<file path="src/sv/srlc_pkg.sv">
// Shared types and constants of the segment register load/check block.
// No dependencies; the design modules import this package.
package srlc_pkg;

  localparam int unsigned NUM_SEG = 6;

  // Segment register numbers
  localparam logic [2:0] SEG_ES = 3'd0;
  localparam logic [2:0] SEG_CS = 3'd1;
  localparam logic [2:0] SEG_SS = 3'd2;
  localparam logic [2:0] SEG_DS = 3'd3;
  localparam logic [2:0] SEG_FS = 3'd4;
  localparam logic [2:0] SEG_GS = 3'd5;
  localparam logic [2:0] SEG_LAST = SEG_GS;

  // Item functions
  localparam logic FUNC_LOAD     = 1'b0;
  localparam logic FUNC_VALIDATE = 1'b1;

  // CPU modes
  localparam logic [1:0] MODE_REAL = 2'd0;
  localparam logic [1:0] MODE_V86  = 2'd1;
  localparam logic [1:0] MODE_PROT = 2'd2;
  localparam logic [1:0] MODE_LONG = 2'd3;

  // Fault codes
  localparam logic [2:0] FAULT_NONE   = 3'd0;
  localparam logic [2:0] FAULT_GP     = 3'd1;
  localparam logic [2:0] FAULT_SS     = 3'd2;
  localparam logic [2:0] FAULT_NP     = 3'd3;
  localparam logic [2:0] FAULT_NOLOAD = 3'd4;

  // Configuration register indexes
  localparam logic [2:0] CFG_GDT_BASE  = 3'd0;
  localparam logic [2:0] CFG_GDT_LIMIT = 3'd1;
  localparam logic [2:0] CFG_LDT_BASE  = 3'd2;
  localparam logic [2:0] CFG_LDT_LIMIT = 3'd3;
  localparam logic [2:0] CFG_LDT_VALID = 3'd4;

  localparam logic [15:0] SEL_ERR_MASK   = 16'hfffc;
  localparam logic [31:0] ACCESSED_BIT   = 32'h0000_0100;
  localparam logic [31:0] RESET_LIMIT    = 32'h0000_ffff;
  localparam logic [11:0] GRAN_FILL      = 12'hfff;
  localparam logic [15:0] REAL_ATTR_KEEP = 16'hff60;  // keep DPL and upper attributes
  localparam logic [15:0] REAL_ATTR_SET  = 16'h0090;  // S and P
  localparam logic [15:0] V86_ATTR_SET   = 16'h00f0;  // S, DPL 3, P
  localparam logic [3:0]  TYPE_CODE_RX   = 4'hb;
  localparam logic [3:0]  TYPE_DATA_RW   = 4'h3;

  typedef struct packed {
    logic [31:0] gdt_base;
    logic [15:0] gdt_limit;
    logic [31:0] ldt_base;
    logic [31:0] ldt_limit;
    logic        ldt_valid;
  } cfg_t;

  typedef struct packed {
    logic        valid;
    logic [15:0] selector;
    logic [31:0] base;
    logic [31:0] limit;
    logic [15:0] attr;
  } seg_entry_t;

  typedef struct packed {
    logic        func;
    logic [2:0]  seg_index;
    logic [15:0] selector_value;
    logic [31:0] desc_low;
    logic [31:0] desc_high;
    logic [1:0]  cpl;
    logic [1:0]  exec_mode;
  } item_t;

  typedef struct packed {
    logic [2:0]  fault;
    logic [15:0] error_code;
    logic        write_back;
    logic [31:0] write_address;
    logic [31:0] write_word;
    seg_entry_t  seg;
  } result_t;

  typedef struct packed {
    logic       en;
    logic [2:0] idx;
    seg_entry_t entry;
  } seg_wr_t;

endpackage

</file>
<file path="src/sv/srlc_in_if.sv">
// Input channel: valid/ready handshake with one load or validate item per beat.
// No dependencies.
interface srlc_in_if;
  logic        valid;
  logic        ready;
  logic        func;
  logic [2:0]  seg_index;
  logic [15:0] selector_value;
  logic [31:0] desc_low;
  logic [31:0] desc_high;
  logic [1:0]  cpl;
  logic [1:0]  exec_mode;

  modport source (output valid, func, seg_index, selector_value, desc_low, desc_high,
                  cpl, exec_mode, input ready);
  modport sink (input valid, func, seg_index, selector_value, desc_low, desc_high,
                cpl, exec_mode, output ready);
endinterface

</file>
<file path="src/sv/srlc_out_if.sv">
// Result channel: valid/ready handshake with one result per beat.
// No dependencies.
interface srlc_out_if;
  logic        valid;
  logic        ready;
  logic [2:0]  fault;
  logic [15:0] error_code;
  logic        write_back;
  logic [31:0] write_address;
  logic [31:0] write_word;
  logic        seg_valid;
  logic [15:0] seg_selector;
  logic [31:0] seg_base;
  logic [31:0] seg_limit;
  logic [15:0] seg_attr;

  modport source (output valid, fault, error_code, write_back, write_address, write_word,
                  seg_valid, seg_selector, seg_base, seg_limit, seg_attr, input ready);
  modport sink (input valid, fault, error_code, write_back, write_address, write_word,
                seg_valid, seg_selector, seg_base, seg_limit, seg_attr, output ready);
endinterface

</file>
<file path="src/sv/srlc_cfg_if.sv">
// Configuration write channel: register index and data per beat.
// No dependencies.
interface srlc_cfg_if;
  logic        valid;
  logic        ready;
  logic [2:0]  index;
  logic [31:0] data;

  modport source (output valid, index, data, input ready);
  modport sink (input valid, index, data, output ready);
endinterface

</file>
<file path="src/sv/segment_register_load_check.sv">
// Segment register file with protected-mode load checks.
// Depends on srlc_pkg, the three channel interfaces, srlc_cfg_regs, srlc_seg_file, srlc_check.
//
// Channels: in_if carries load or validate items, out_if one result per item,
// cfg_if writes the descriptor table registers (index 0..4, always ready; write
// only while no item is in flight). All channels beat on valid && ready.
// An accepted item lands in the input register, is checked and decoded there
// against the addressed segment entry, and its result is captured in
// the output register while the entry is updated at the same edge.
// Throughput: one item per cycle while the receiver takes results; the single check
// stage reads the entry that the previous item wrote, so back-to-back items to one register chain cleanly.
// Reset: all control state clears; entries come up with zero selector, base,
// attributes and valid, limit 0xffff; GDT limit resets to 0xffff, the rest to 0.
// Receiver stall: the output register holds its result; one more item waits in
// the input register, then in_if.ready drops until out_if.ready returns.
module segment_register_load_check (
  input  logic        clk,
  input  logic        rst_n,
  srlc_in_if.sink     in_if,
  srlc_out_if.source  out_if,
  srlc_cfg_if.sink    cfg_if
);
  import srlc_pkg::*;

  cfg_t       cfg;
  item_t      item_r;
  item_t      item_nxt;
  logic       in_valid_r;
  logic       in_valid_nxt;
  result_t    res_r;
  result_t    res_nxt;
  logic       out_valid_r;
  logic       out_valid_nxt;
  logic       adv;
  logic       fire;
  seg_entry_t rd_entry;
  result_t    chk_res;
  seg_wr_t    chk_wr;
  seg_wr_t    seg_wr;

  srlc_cfg_regs u_cfg (
    .clk    (clk),
    .rst_n  (rst_n),
    .cfg_if (cfg_if),
    .cfg    (cfg)
  );

  srlc_seg_file u_seg (
    .clk      (clk),
    .rst_n    (rst_n),
    .rd_idx   (item_r.seg_index),
    .rd_entry (rd_entry),
    .wr       (seg_wr)
  );

  srlc_check u_chk (
    .item   (item_r),
    .entry  (rd_entry),
    .cfg    (cfg),
    .result (chk_res),
    .wr     (chk_wr)
  );

  assign adv         = !out_valid_r || out_if.ready;
  assign fire        = in_valid_r && adv;
  assign in_if.ready = !in_valid_r || adv;

  always_comb begin
    seg_wr    = chk_wr;
    seg_wr.en = chk_wr.en && fire;
  end

  always_comb begin
    item_nxt      = item_r;
    in_valid_nxt  = in_valid_r;
    res_nxt       = res_r;
    out_valid_nxt = out_valid_r;
    // take a new beat whenever the input register frees up
    if (in_if.ready) begin
      in_valid_nxt            = in_if.valid;
      item_nxt.func           = in_if.func;
      item_nxt.seg_index      = in_if.seg_index;
      item_nxt.selector_value = in_if.selector_value;
      item_nxt.desc_low       = in_if.desc_low;
      item_nxt.desc_high      = in_if.desc_high;
      item_nxt.cpl            = in_if.cpl;
      item_nxt.exec_mode      = in_if.exec_mode;
    end
    if (adv) begin
      out_valid_nxt = in_valid_r;
      if (in_valid_r) begin
        res_nxt = chk_res;
      end
    end
  end

  always_ff @(posedge clk) begin
    if (!rst_n) begin
      in_valid_r  <= 1'b0;
      out_valid_r <= 1'b0;
    end else begin
      in_valid_r  <= in_valid_nxt;
      out_valid_r <= out_valid_nxt;
    end
  end

  always_ff @(posedge clk) begin
    item_r <= item_nxt;
    res_r  <= res_nxt;
  end

  assign out_if.valid         = out_valid_r;
  assign out_if.fault         = res_r.fault;
  assign out_if.error_code    = res_r.error_code;
  assign out_if.write_back    = res_r.write_back;
  assign out_if.write_address = res_r.write_address;
  assign out_if.write_word    = res_r.write_word;
  assign out_if.seg_valid     = res_r.seg.valid;
  assign out_if.seg_selector  = res_r.seg.selector;
  assign out_if.seg_base      = res_r.seg.base;
  assign out_if.seg_limit     = res_r.seg.limit;
  assign out_if.seg_attr      = res_r.seg.attr;

  a_fire_gives_result: assert property (@(posedge clk) disable iff (!rst_n)
    fire |=> out_valid_r)
    else $error("processed item did not produce a result");

  a_full_stall_blocks_input: assert property (@(posedge clk) disable iff (!rst_n)
    (in_valid_r && out_valid_r && !out_if.ready) |-> !in_if.ready)
    else $error("input accepted while both stages are full and stalled");

  a_fault_no_writeback: assert property (@(posedge clk) disable iff (!rst_n)
    out_valid_r |-> !(res_r.fault != FAULT_NONE && res_r.write_back))
    else $error("write-back requested on a faulting load");

  a_writeback_accessed: assert property (@(posedge clk) disable iff (!rst_n)
    (out_valid_r && res_r.write_back) |-> res_r.write_word[8])
    else $error("write-back word lacks the accessed bit");

  a_err_rpl_clear: assert property (@(posedge clk) disable iff (!rst_n)
    out_valid_r |-> (res_r.error_code[1:0] == 2'b00))
    else $error("error code carries RPL bits");

endmodule

</file>
<file path="src/sv/srlc_cfg_regs.sv">
// Descriptor table configuration registers, written over the cfg channel.
// Depends on srlc_pkg and srlc_cfg_if.
module srlc_cfg_regs (
  input  logic             clk,
  input  logic             rst_n,
  srlc_cfg_if.sink         cfg_if,
  output srlc_pkg::cfg_t   cfg
);
  import srlc_pkg::*;

  cfg_t cfg_r;
  cfg_t cfg_nxt;

  assign cfg_if.ready = 1'b1;
  assign cfg = cfg_r;

  always_comb begin
    cfg_nxt = cfg_r;
    if (cfg_if.valid) begin
      case (cfg_if.index)
        CFG_GDT_BASE:  cfg_nxt.gdt_base  = cfg_if.data;
        CFG_GDT_LIMIT: cfg_nxt.gdt_limit = cfg_if.data[15:0];
        CFG_LDT_BASE:  cfg_nxt.ldt_base  = cfg_if.data;
        CFG_LDT_LIMIT: cfg_nxt.ldt_limit = cfg_if.data;
        CFG_LDT_VALID: cfg_nxt.ldt_valid = cfg_if.data[0];
        default:       cfg_nxt = cfg_r;
      endcase
    end
  end

  always_ff @(posedge clk) begin
    if (!rst_n) begin
      cfg_r.gdt_base  <= '0;
      cfg_r.gdt_limit <= 16'hffff;
      cfg_r.ldt_base  <= '0;
      cfg_r.ldt_limit <= '0;
      cfg_r.ldt_valid <= 1'b0;
    end else begin
      cfg_r <= cfg_nxt;
    end
  end

endmodule

</file>
<file path="src/sv/srlc_seg_file.sv">
// Six-entry segment register file: one combinational read, one write per cycle.
// Depends on srlc_pkg.
module srlc_seg_file (
  input  logic                 clk,
  input  logic                 rst_n,
  input  logic [2:0]           rd_idx,
  output srlc_pkg::seg_entry_t rd_entry,
  input  srlc_pkg::seg_wr_t    wr
);
  import srlc_pkg::*;

  seg_entry_t ent_r [NUM_SEG];

  // Out-of-range register numbers read as all zero.
  assign rd_entry = (rd_idx <= SEG_LAST) ? ent_r[rd_idx] : '0;

  always_ff @(posedge clk) begin
    if (!rst_n) begin
      for (int i = 0; i < NUM_SEG; i++) begin
        ent_r[i] <= '{valid: 1'b0, selector: '0, base: '0, limit: RESET_LIMIT, attr: '0};
      end
    end else if (wr.en && wr.idx <= SEG_LAST) begin
      ent_r[wr.idx] <= wr.entry;
    end
  end

endmodule

</file>
<file path="src/sv/srlc_check.sv">
// Load/validate check and descriptor decode for one item against one register entry.
// Depends on srlc_pkg.
module srlc_check (
  input  srlc_pkg::item_t      item,
  input  srlc_pkg::seg_entry_t entry,
  input  srlc_pkg::cfg_t       cfg,
  output srlc_pkg::result_t    result,
  output srlc_pkg::seg_wr_t    wr
);
  import srlc_pkg::*;

  logic [15:0] sel;
  logic [31:0] lo;
  logic [31:0] hi;
  logic [15:0] err;
  logic [1:0]  rpl;
  logic [15:0] idx8;
  logic [15:0] idx_end;
  logic        tbl_local;
  logic [31:0] tbase;
  logic        tbl_fault;
  logic [3:0]  dtype;
  logic        dsc_s;
  logic [1:0]  dpl;
  logic        dsc_p;
  logic        is_code;
  logic [2:0]  fault;
  logic [19:0] lim20;
  logic [31:0] lim;
  logic [31:0] dbase;
  logic [3:0]  rm_type;
  logic [1:0]  edpl;
  seg_entry_t  ent;

  assign sel       = item.selector_value;
  assign lo        = item.desc_low;
  assign hi        = item.desc_high;
  assign err       = sel & SEL_ERR_MASK;
  assign rpl       = sel[1:0];
  assign idx8      = {sel[15:3], 3'b000};
  assign idx_end   = idx8 + 16'd7;
  assign tbl_local = sel[2];
  assign tbase     = tbl_local ? cfg.ldt_base : cfg.gdt_base;
  assign tbl_fault = tbl_local ? (!cfg.ldt_valid || {16'h0, idx_end} > cfg.ldt_limit)
                               : (idx_end > cfg.gdt_limit);
  assign dtype     = hi[11:8];
  assign dsc_s     = hi[12];
  assign dpl       = hi[14:13];
  assign dsc_p     = hi[15];
  assign is_code   = dtype[3];
  assign lim20     = {hi[19:16], lo[15:0]};
  assign lim       = hi[23] ? {lim20, GRAN_FILL} : {12'h000, lim20};
  assign dbase     = {hi[31:24], hi[7:0], lo[31:16]};
  assign rm_type   = (item.seg_index == SEG_CS) ? TYPE_CODE_RX : TYPE_DATA_RW;
  assign edpl      = entry.attr[6:5];

  // Descriptor rule checks, in priority order.
  always_comb begin
    fault = FAULT_NONE;
    if (tbl_fault) begin
      fault = FAULT_GP;
    end else if (item.seg_index == SEG_SS) begin
      if (rpl != item.cpl)                          fault = FAULT_GP;
      else if (!dsc_s || is_code || !dtype[1])      fault = FAULT_GP;
      else if (dpl != item.cpl)                     fault = FAULT_GP;
      else if (!dsc_p)                              fault = FAULT_SS;
    end else begin
      if (!dsc_s || (is_code && !dtype[1]))         fault = FAULT_GP;
      else if ((!is_code || !dtype[2]) && (rpl > dpl || item.cpl > dpl))
                                                    fault = FAULT_GP;
      else if (!dsc_p)                              fault = FAULT_NP;
    end
  end

  always_comb begin
    ent    = entry;
    result = '0;
    wr     = '0;
    if (item.seg_index > SEG_LAST) begin
      result.fault = FAULT_NOLOAD;
    end else if (item.func == FUNC_VALIDATE) begin
      // Null a data register the new privilege can no longer reach,
      // unless it holds a valid conforming code segment.
      if (item.seg_index != SEG_CS && item.seg_index != SEG_SS && edpl < item.cpl &&
          (!entry.valid || !entry.attr[4] || !entry.attr[3] || !entry.attr[2])) begin
        ent.selector = '0;
        ent.valid    = 1'b0;
        wr.en        = 1'b1;
      end
    end else if (item.exec_mode == MODE_REAL || item.exec_mode == MODE_V86) begin
      ent.selector = sel;
      ent.valid    = 1'b1;
      ent.base     = {12'h000, sel, 4'h0};
      if (item.exec_mode == MODE_REAL) begin
        ent.attr = (entry.attr & REAL_ATTR_KEEP) | {12'h000, rm_type} | REAL_ATTR_SET;
      end else begin
        ent.attr  = {12'h000, rm_type} | V86_ATTR_SET;
        ent.limit = RESET_LIMIT;
      end
      wr.en = 1'b1;
    end else if (item.seg_index == SEG_CS) begin
      result.fault = FAULT_NOLOAD;
    end else if (err == 16'h0000) begin
      if (item.seg_index != SEG_SS ||
          (item.exec_mode == MODE_LONG && item.cpl != 2'd3 && rpl == item.cpl)) begin
        ent.selector = '0;
        ent.valid    = 1'b0;
        wr.en        = 1'b1;
      end else begin
        result.fault = FAULT_GP;
      end
    end else if (fault != FAULT_NONE) begin
      result.fault      = fault;
      result.error_code = err;
    end else begin
      ent.selector = sel;
      ent.base     = dbase;
      ent.limit    = lim;
      ent.attr     = {hi[23:20], 4'h0, hi[15:8]};
      ent.valid    = 1'b1;
      wr.en        = 1'b1;
      if (item.seg_index == SEG_SS || !hi[8]) begin
        result.write_back    = 1'b1;
        result.write_address = tbase + {16'h0000, idx8} + 32'd4;
        result.write_word    = hi | ACCESSED_BIT;
      end
    end
    if (item.seg_index <= SEG_LAST) begin
      result.seg = ent;
    end
    wr.idx   = item.seg_index;
    wr.entry = ent;
  end

endmodule
</file>
<file path="src/flat_wrapper.sv">
// flat-port wrapper written by rule: the top's interface ports become plain ports
module segment_register_load_check_flat import srlc_pkg::*;
  (clk, rst_n, in_if_valid, in_if_func, in_if_seg_index, in_if_selector_value, in_if_desc_low, in_if_desc_high, in_if_cpl, in_if_exec_mode, in_if_ready, out_if_valid, out_if_fault, out_if_error_code, out_if_write_back, out_if_write_address, out_if_write_word, out_if_seg_valid, out_if_seg_selector, out_if_seg_base, out_if_seg_limit, out_if_seg_attr, out_if_ready, cfg_if_valid, cfg_if_index, cfg_if_data, cfg_if_ready);
  srlc_in_if in_if_i ();
  srlc_out_if out_if_i ();
  srlc_cfg_if cfg_if_i ();
  input  logic clk;
  input  logic rst_n;
  input wire logic [$bits(in_if_i.valid)-1:0] in_if_valid;
  input wire logic [$bits(in_if_i.func)-1:0] in_if_func;
  input wire logic [$bits(in_if_i.seg_index)-1:0] in_if_seg_index;
  input wire logic [$bits(in_if_i.selector_value)-1:0] in_if_selector_value;
  input wire logic [$bits(in_if_i.desc_low)-1:0] in_if_desc_low;
  input wire logic [$bits(in_if_i.desc_high)-1:0] in_if_desc_high;
  input wire logic [$bits(in_if_i.cpl)-1:0] in_if_cpl;
  input wire logic [$bits(in_if_i.exec_mode)-1:0] in_if_exec_mode;
  output wire logic [$bits(in_if_i.ready)-1:0] in_if_ready;
  output wire logic [$bits(out_if_i.valid)-1:0] out_if_valid;
  output wire logic [$bits(out_if_i.fault)-1:0] out_if_fault;
  output wire logic [$bits(out_if_i.error_code)-1:0] out_if_error_code;
  output wire logic [$bits(out_if_i.write_back)-1:0] out_if_write_back;
  output wire logic [$bits(out_if_i.write_address)-1:0] out_if_write_address;
  output wire logic [$bits(out_if_i.write_word)-1:0] out_if_write_word;
  output wire logic [$bits(out_if_i.seg_valid)-1:0] out_if_seg_valid;
  output wire logic [$bits(out_if_i.seg_selector)-1:0] out_if_seg_selector;
  output wire logic [$bits(out_if_i.seg_base)-1:0] out_if_seg_base;
  output wire logic [$bits(out_if_i.seg_limit)-1:0] out_if_seg_limit;
  output wire logic [$bits(out_if_i.seg_attr)-1:0] out_if_seg_attr;
  input wire logic [$bits(out_if_i.ready)-1:0] out_if_ready;
  input wire logic [$bits(cfg_if_i.valid)-1:0] cfg_if_valid;
  input wire logic [$bits(cfg_if_i.index)-1:0] cfg_if_index;
  input wire logic [$bits(cfg_if_i.data)-1:0] cfg_if_data;
  output wire logic [$bits(cfg_if_i.ready)-1:0] cfg_if_ready;
  assign in_if_i.valid = in_if_valid;
  assign in_if_i.func = in_if_func;
  assign in_if_i.seg_index = in_if_seg_index;
  assign in_if_i.selector_value = in_if_selector_value;
  assign in_if_i.desc_low = in_if_desc_low;
  assign in_if_i.desc_high = in_if_desc_high;
  assign in_if_i.cpl = in_if_cpl;
  assign in_if_i.exec_mode = in_if_exec_mode;
  assign in_if_ready = in_if_i.ready;
  assign out_if_valid = out_if_i.valid;
  assign out_if_fault = out_if_i.fault;
  assign out_if_error_code = out_if_i.error_code;
  assign out_if_write_back = out_if_i.write_back;
  assign out_if_write_address = out_if_i.write_address;
  assign out_if_write_word = out_if_i.write_word;
  assign out_if_seg_valid = out_if_i.seg_valid;
  assign out_if_seg_selector = out_if_i.seg_selector;
  assign out_if_seg_base = out_if_i.seg_base;
  assign out_if_seg_limit = out_if_i.seg_limit;
  assign out_if_seg_attr = out_if_i.seg_attr;
  assign out_if_i.ready = out_if_ready;
  assign cfg_if_i.valid = cfg_if_valid;
  assign cfg_if_i.index = cfg_if_index;
  assign cfg_if_i.data = cfg_if_data;
  assign cfg_if_ready = cfg_if_i.ready;
  segment_register_load_check u_core (.clk(clk), .rst_n(rst_n), .in_if(in_if_i), .out_if(out_if_i), .cfg_if(cfg_if_i));
endmodule
</file>
<file path="config.mk">
export PLATFORM = sky130hd
export DESIGN_NAME = segment_register_load_check_flat
export DESIGN_NICKNAME = d
export VERILOG_FILES = /design/src/sv/srlc_pkg.sv /design/src/sv/srlc_in_if.sv /design/src/sv/srlc_out_if.sv /design/src/sv/srlc_cfg_if.sv /design/src/sv/segment_register_load_check.sv /design/src/sv/srlc_cfg_regs.sv /design/src/sv/srlc_seg_file.sv /design/src/sv/srlc_check.sv /design/src/flat_wrapper.sv
export SDC_FILE = /design/constraint.sdc
export NUM_CORES = 2
export LEC_CHECK = 0
export BUFFER_PORTS_ARGS = -buffer_cell sky130_fd_sc_hd__buf_2
export CELL_PAD_IN_SITES_DETAIL_PLACEMENT = 1
export CELL_PAD_IN_SITES_GLOBAL_PLACEMENT = 2
export CORE_ASPECT_RATIO = 1.2
export CORE_MARGIN = 10
export CORE_UTILIZATION = 40
export DETAILED_ROUTE_END_ITERATION = 6
export PLACE_DENSITY_LB_ADDON = 0.1
export SYNTH_ARGS = -nofsm -noshare
export SYNTH_HDL_FRONTEND = slang
export SYNTH_SLANG_ARGS = --single-unit
export TNS_END_PERCENT = 10
</file>
<file path="constraint.sdc">
create_clock -name clk -period 11.7 [get_ports clk]
set_clock_uncertainty 0.05 [all_clocks]
set_input_delay 1.755 -clock clk [delete_from_list [all_inputs] [get_ports clk]]
set_output_delay 1.755 -clock clk [all_outputs]
set_load 0.02 [all_outputs]
</file>
# Word level (Yosys, flattened, before mapping)
# Memory sizes are Yosys's and may differ from the RTL's. A register that Yosys moved wholly into a read port is not among the register bits.
# Cells that the tools add are included.
[totals]
register_bits = 384
latch_bits = 0
mem_bits_rw = 582
rom_bits = 0
input_bits = 128
word_cells = 159
mem_count = 1
[memory_table]
columns = ["memory", "words", "word_bits", "rd", "rd_clocked_by_memory_dff", "wr", "line_no", "rtl"]
rows = [
  ["u_core.u_seg.ent_r", 6, 97, 1, 1, 6, "srlc_seg_file.sv:12", "seg_entry_t ent_r [NUM_SEG];"],
]
[classes]
n_addsub = 3
n_mul = 0
n_div = 0
n_lt_le_gt_ge = 7
eq_ne = 14
shifts = 0
muxes = 52
bitwise = 3
n_reduce_logical = 52
[op_table]
columns = ["cell", "n"]
rows = [
  ["$mux W97", 6],
  ["$mux W84", 2],
  ["$mux W81", 2],
  ["$mux W80", 2],
  ["$mux W65", 2],
  ["$reduce_or A97 Y1", 1],
  ["$mux W32", 3],
  ["$mux W17", 4],
  ["$add A32 B16 Y32", 1],
  ["$add A32 B3 Y32 const B", 1],
  ["$gt A16 B32 Y1", 1],
  ["$mux W3", 7],
  ["$mux W19", 1],
  ["$add A16 B3 Y16 const B", 1],
  ["$gt A16 B16 Y1", 1],
  ["$logic_not A16 Y1", 1],
  ["$mux W16", 1],
  ["$or A16 B4 Y16", 1],
  ["$mux W1", 15],
  ["$logic_or A1 B1 Y1", 14],
  ["$logic_not A1 Y1", 12],
  ["$mux W2", 6],
  ["$reduce_and A2 Y1", 6],
  ["$reduce_or A6 Y1", 2],
  ["other kinds (23)", 38],
]

# Longest topological paths before layout
[depth]
depth_word = 21
depth_mapped = 17

# Cells and area by module
# Synthesis repeated with hierarchy kept, for this count alone.
[unflattened]
cells_unflattened = 3565
hier_area_um2 = 44277.5
[modules_own_cells]
columns = ["mod", "instances", "cells_per_inst", "area_each_um2", "seq_area_each_um2"]
rows = [
  ["srlc_seg_file", 1, 1912, 25537.0, 17476.8],
  ["segment_register_load_check", 1, 280, 8166.6, 8117.8],
  ["srlc_check", 1, 949, 6247.2, 0.0],
  ["srlc_cfg_regs", 1, 424, 4326.6, 2262.2],
]

# Worst setup path before layout
# No wires, ideal clock.
[synth_timing]
path_kind = "flip-flop to flip-flop"
from = "register (tool-made name)"
to = "memory u_core.u_seg.ent_r[5][0] (netlist name) (enable)"
setup_time_ns = 0.695
arrival_time_ns = 10.643
t_required_ns = 10.955
path_slack_ns = 0.312
stages_incl_launch_ff = 16
path_buffers = 5
synth_period_minus_slack_ns = 11.388
path_cell_list = "dfxtp_1 > buf_2 > buf_6 > clkbuf_1 > buf_2 > mux4_2 > mux2i_1 > nor2_1 > ha_1 > a2111oi_2 > nor2_1 > a21oi_2 > o21ai_2 > buf_2 > or2_2 > o31ai_1"
[synth_lines]
columns = ["item", "line_no"]
rows = [
  ["end, declared", "srlc_seg_file.sv:12"],
]

==> results by group <==
Drt
  • Vias: 30.3k
  • Starting DRT DRC Count: around 2.4k
  • Routed wire length: 155000 um
  • WL per Instance: between 20 and 30 um
  • Antenna-violating nets left: 0
  • Via density: ~5.4
  • DR DRC count: 0
  • First-pass DRT Iterations: 5

Synthesis
  • Top cells by count, synth: edfxtp_1 (1042), nor2_1 (569), nand2_1 (396)
  • EDFF count, synth: around 1.0k
  • Leading area contributor after synthesis: edfxtp_1
  • Syn Area/Cell: 14.3 um2
  • Sequential share of the synthesized area: 0.683
  • Synthesized cell area: slightly below 50000 um2
  • Mapped Cells: about 3.4k
  • Synthesis-stage register bit count: ~1.2k
  • Most common cell in the netlist: edfxtp_1
  • Unique masters post-synth: 74
  • Top-area cell type share of the netlist area: 0.635
  • Ys flop type: edfxtp_1
  • Area contributors post-synth: edfxtp_1 (64%), mux4_2 (8.9%), dfxtp_1 (4.8%)
  • Synth Warn #: 0
  • Post-synth ARST share: 0

Min path
  • Min-Delay Path Class: flip-flop to flip-flop
  • Hold Path Depth: 2

Critical path
  • Most used cell, CP: buf_4
  • Flop2flop setup slack: 5.26 ns
  • Startpoint type of the worst setup path: flip-flop
  • Worst Path Required: between 10 and 15 ns
  • Worst path arrival time: ~6.7 ns
  • Crit path depth: 12
  • Critical path endpoint category: flip-flop
  • Slowest CP cell: nand2_4
  • Worst Path Max Fanout: 57
  • Setup Crit Path Kind: flip-flop to flip-flop
  • FF-to-FF Start: u_core.item_r[83]
  • Critical Path Source: u_core.item_r[83]
  • Worst setup path endpoint: u_core.u_seg.ent_r[4][22]
  • Largest stage delay on the critical path: between 0.9 and 1 ns
  • Worst-case reg-to-reg path depth: 12
  • CP delay by family, top: simple AND/OR/NAND/NOR gates
  • CP cell instances: ha_1 > nand2_1 > or4_1 > nor4_1 > o311ai_1 > o21a_1 > nor2_4 > o21ai_2 > buf_4 > or3_4 > nand2_4 > buf_4
  • Reg2reg end: u_core.u_seg.ent_r[4][22]
  • Buf/Inv on CP: 2

Cells and area
  • Area Growth Syn to Fin: 16.3%
  • Multi-input logic area: ~15000 um2
  • Finished Layout Cells: 5668
  • Layout cell share with drive strength beyond 1: 0.214
  • FF+latch area: approximately 34000 um2
  • Filler Cells Inserted: around 12k
  • Net count, final: 4098

Placement
  • Cell count after placement: 5435
  • PortBufs: between 300 and 400
  • RePlAce Congestion: approximately 0.79
  • DPL Wire Length: 98900 um

STA
  • Slew @ Worst Pin: between 1 and 1.5 ns
  • Tmin final: 6.44 ns
  • Hold Fails Final Rpt: 0
  • RSZ-0062 raised after global routing: no
  • Setup tns final: 0 ns
  • # setup viols final: 0
  • F_max: around 0.16 GHz
  • Slew Limit Fails: 0
  • Tcrit/Tclk final: 0.550
  • Slew margin rel.: 0.190

Clocking
  • Clock-pin slew on the worst setup and hold paths: roughly 0.06 ns
  • H-tree Lvls: 3
  • Post-CTS setup buffers: 0
  • Clock Tree Buf Depth: 3
  • CTS Buf Count: about 120
  • TritonCTS clock tree: done
  • Clock tree sinks: 1160
  • Post-CTS resize count: 0
  • Clock latency on the worst-skew pair: around 0.75 ns
  • CTS root buffer: clkbuf_16
  • CTS hold repair buffers: 0

Global route
  • First-pass GRT wire length: about 230000 um
  • Grt ovf: 0
  • Vias in the first global route: ~33k
  • Initial antenna violation count: 12
  • Total GRT Usage: 0.223
  • Largest net degree at the start of global routing: 100

Power
  • Power density over the cells: approximately 160 nW/um2
  • Pwr Total: 9340 uW
  • Clock share of power: 0.408
  • Leak: about 0.021 uW
  • Worst vdd ir: approximately 120 uV
  • Seq pwr share: 0.509
  • Internal power: 7090 uW
  • Switching power: between 2000 and 2500 uW
  • Sw Share: 0.241
  • Logic gate share of total power: 0.083

Floorplan
  • Width of the chip: around 340 um
  • Core area: 122000 um2
  • Die ar.: approximately 140000 um2
  • Site Rows: 140
  • Initial core utilization: 0.404
  • I/O Pins: around 310
  • Die H: ~400 um

Flow run
  • Number of max-cap violations: 0

Status
  • Outcome: finished clean
==> through the flow <==
step / hold slack (ns) / worst slack, ns / area, um2 / utilization
2_1_floorplan: 0.390 / 0.312 / 50000 / -
3_3_place_gp: 0.400 / 5.36 / 53400 / 0.438
3_5_place_dp: 0.408 / 5.29 / 53400 / 0.438
4_1_cts: 0.416 / 5.26 / 57300 / 0.470
5_1_grt: 0.438 / 4.98 / 57300 / 0.470
6_report: 0.413 / 5.26 / 57300 / 0.470
==> state kept, by name (all words and copies together) (netlist names), named ones only <==
signal	flops
u_core.in_valid_r	1
u_core.out_if.fault	3
u_core.out_if.seg_selector	16
u_core.out_if.seg_base	32
u_core.u_cfg.cfg	113
u_core.out_if.valid	1
u_core.out_if.seg_valid	1
u_core.item_r	88
u_core.out_if.write_address	32
u_core.out_if.seg_attr	16
u_core.out_if.write_word	32
u_core.out_if.seg_limit	32
u_core.out_if.error_code	14
u_core.u_seg.ent_r	776
==> power groups by stage <==
stage                     Sequential (uW)  Clock [uW]  Combinational (uW)
final                                4760        3810                 775
after detailed placement             4850           0                 785
after floorplan                      4860           0                 439
after CTS                            4760        3890                 788
after global placement               4840           0                 783
after global routing                 4770        4050                 839
==> layout by cell type, fill, tap and decap left out, types with 98 or more instances in the layout <==
cell type,n
inv_1,117
conb_1,214
dfxtp_1,115
nor2_1,564
edfxtp_1,1042
buf_2,307
mux4_2,194
clkbuf_16,121
mux2i_1,99
nand2_1,385
a21boi_0,98
==> cell families (layout without fill, tap and decap cells) <==
group,count (synthesis),in the layout,share of synthesized area
buffers and inverters,331,716,0.0273
muxes,357,357,0.123
DFF,1160,1160,0.683
AOI/OAI and AO/OA,340,340,0.0500
xor gates and xnor gates,26,26,0.00462
adders and majority gates,45,45,0.0116
other,2,218,0.000153
and+or+nand+nor,1173,1173,0.0994
==> area by class of cell <==
cell class / count / area share
diodes: 4 / 0.000175
clock buffers: 156 / 0.0559
clock inverters: 73 / 0.0115
inverters: 120 / 0.00800
multi-input cells: 2155 / 0.266
flip-flops and latches: 1160 / 0.588
well taps: 1633 / 0.0357
repair buffers: 367 / 0.0349
==> worst min-delay path by stage <==
stage / startpoint / end
2_1_floorplan: u_core.u_cfg.cfg[65] / u_core.u_cfg.cfg[65]
3_3_place_gp: u_core.u_cfg.cfg[44] / u_core.u_cfg.cfg[44]
3_5_place_dp: u_core.u_cfg.cfg[88] / u_core.u_cfg.cfg[88]
4_1_cts: u_core.u_cfg.cfg[88] / u_core.u_cfg.cfg[88]
5_1_grt: u_core.u_cfg.cfg[48] / u_core.u_cfg.cfg[48]
6_report: u_core.u_cfg.cfg[82] / u_core.u_cfg.cfg[82]
==> per-layer routing <==
metal / global-route usage / vias to the layer above / part of all wire
met4: 0.0593 / 10 / 0.022
met2: 0.403 / 739 / 0.52
met3: 0.0327 / 193 / 0.046
met1: 0.278 / 15911 / 0.41
li1: - / 13477 / -
met5: 0 / - / 0.00041
==> worst register-to-register path, delay by kind of cell, from the launching register on <==
kind / cells / cell delay (ns)
AO/OA/AOI/OAI: 3 / 0.74
adder cells (fa/ha/maj): 1 / 0.41
buffers and inverters: 2 / 1.03
flip-flops: 1 / 0.62
AND/OR/NAND/NOR: 6 / 3.06
(Power assumes the default switching activity.)
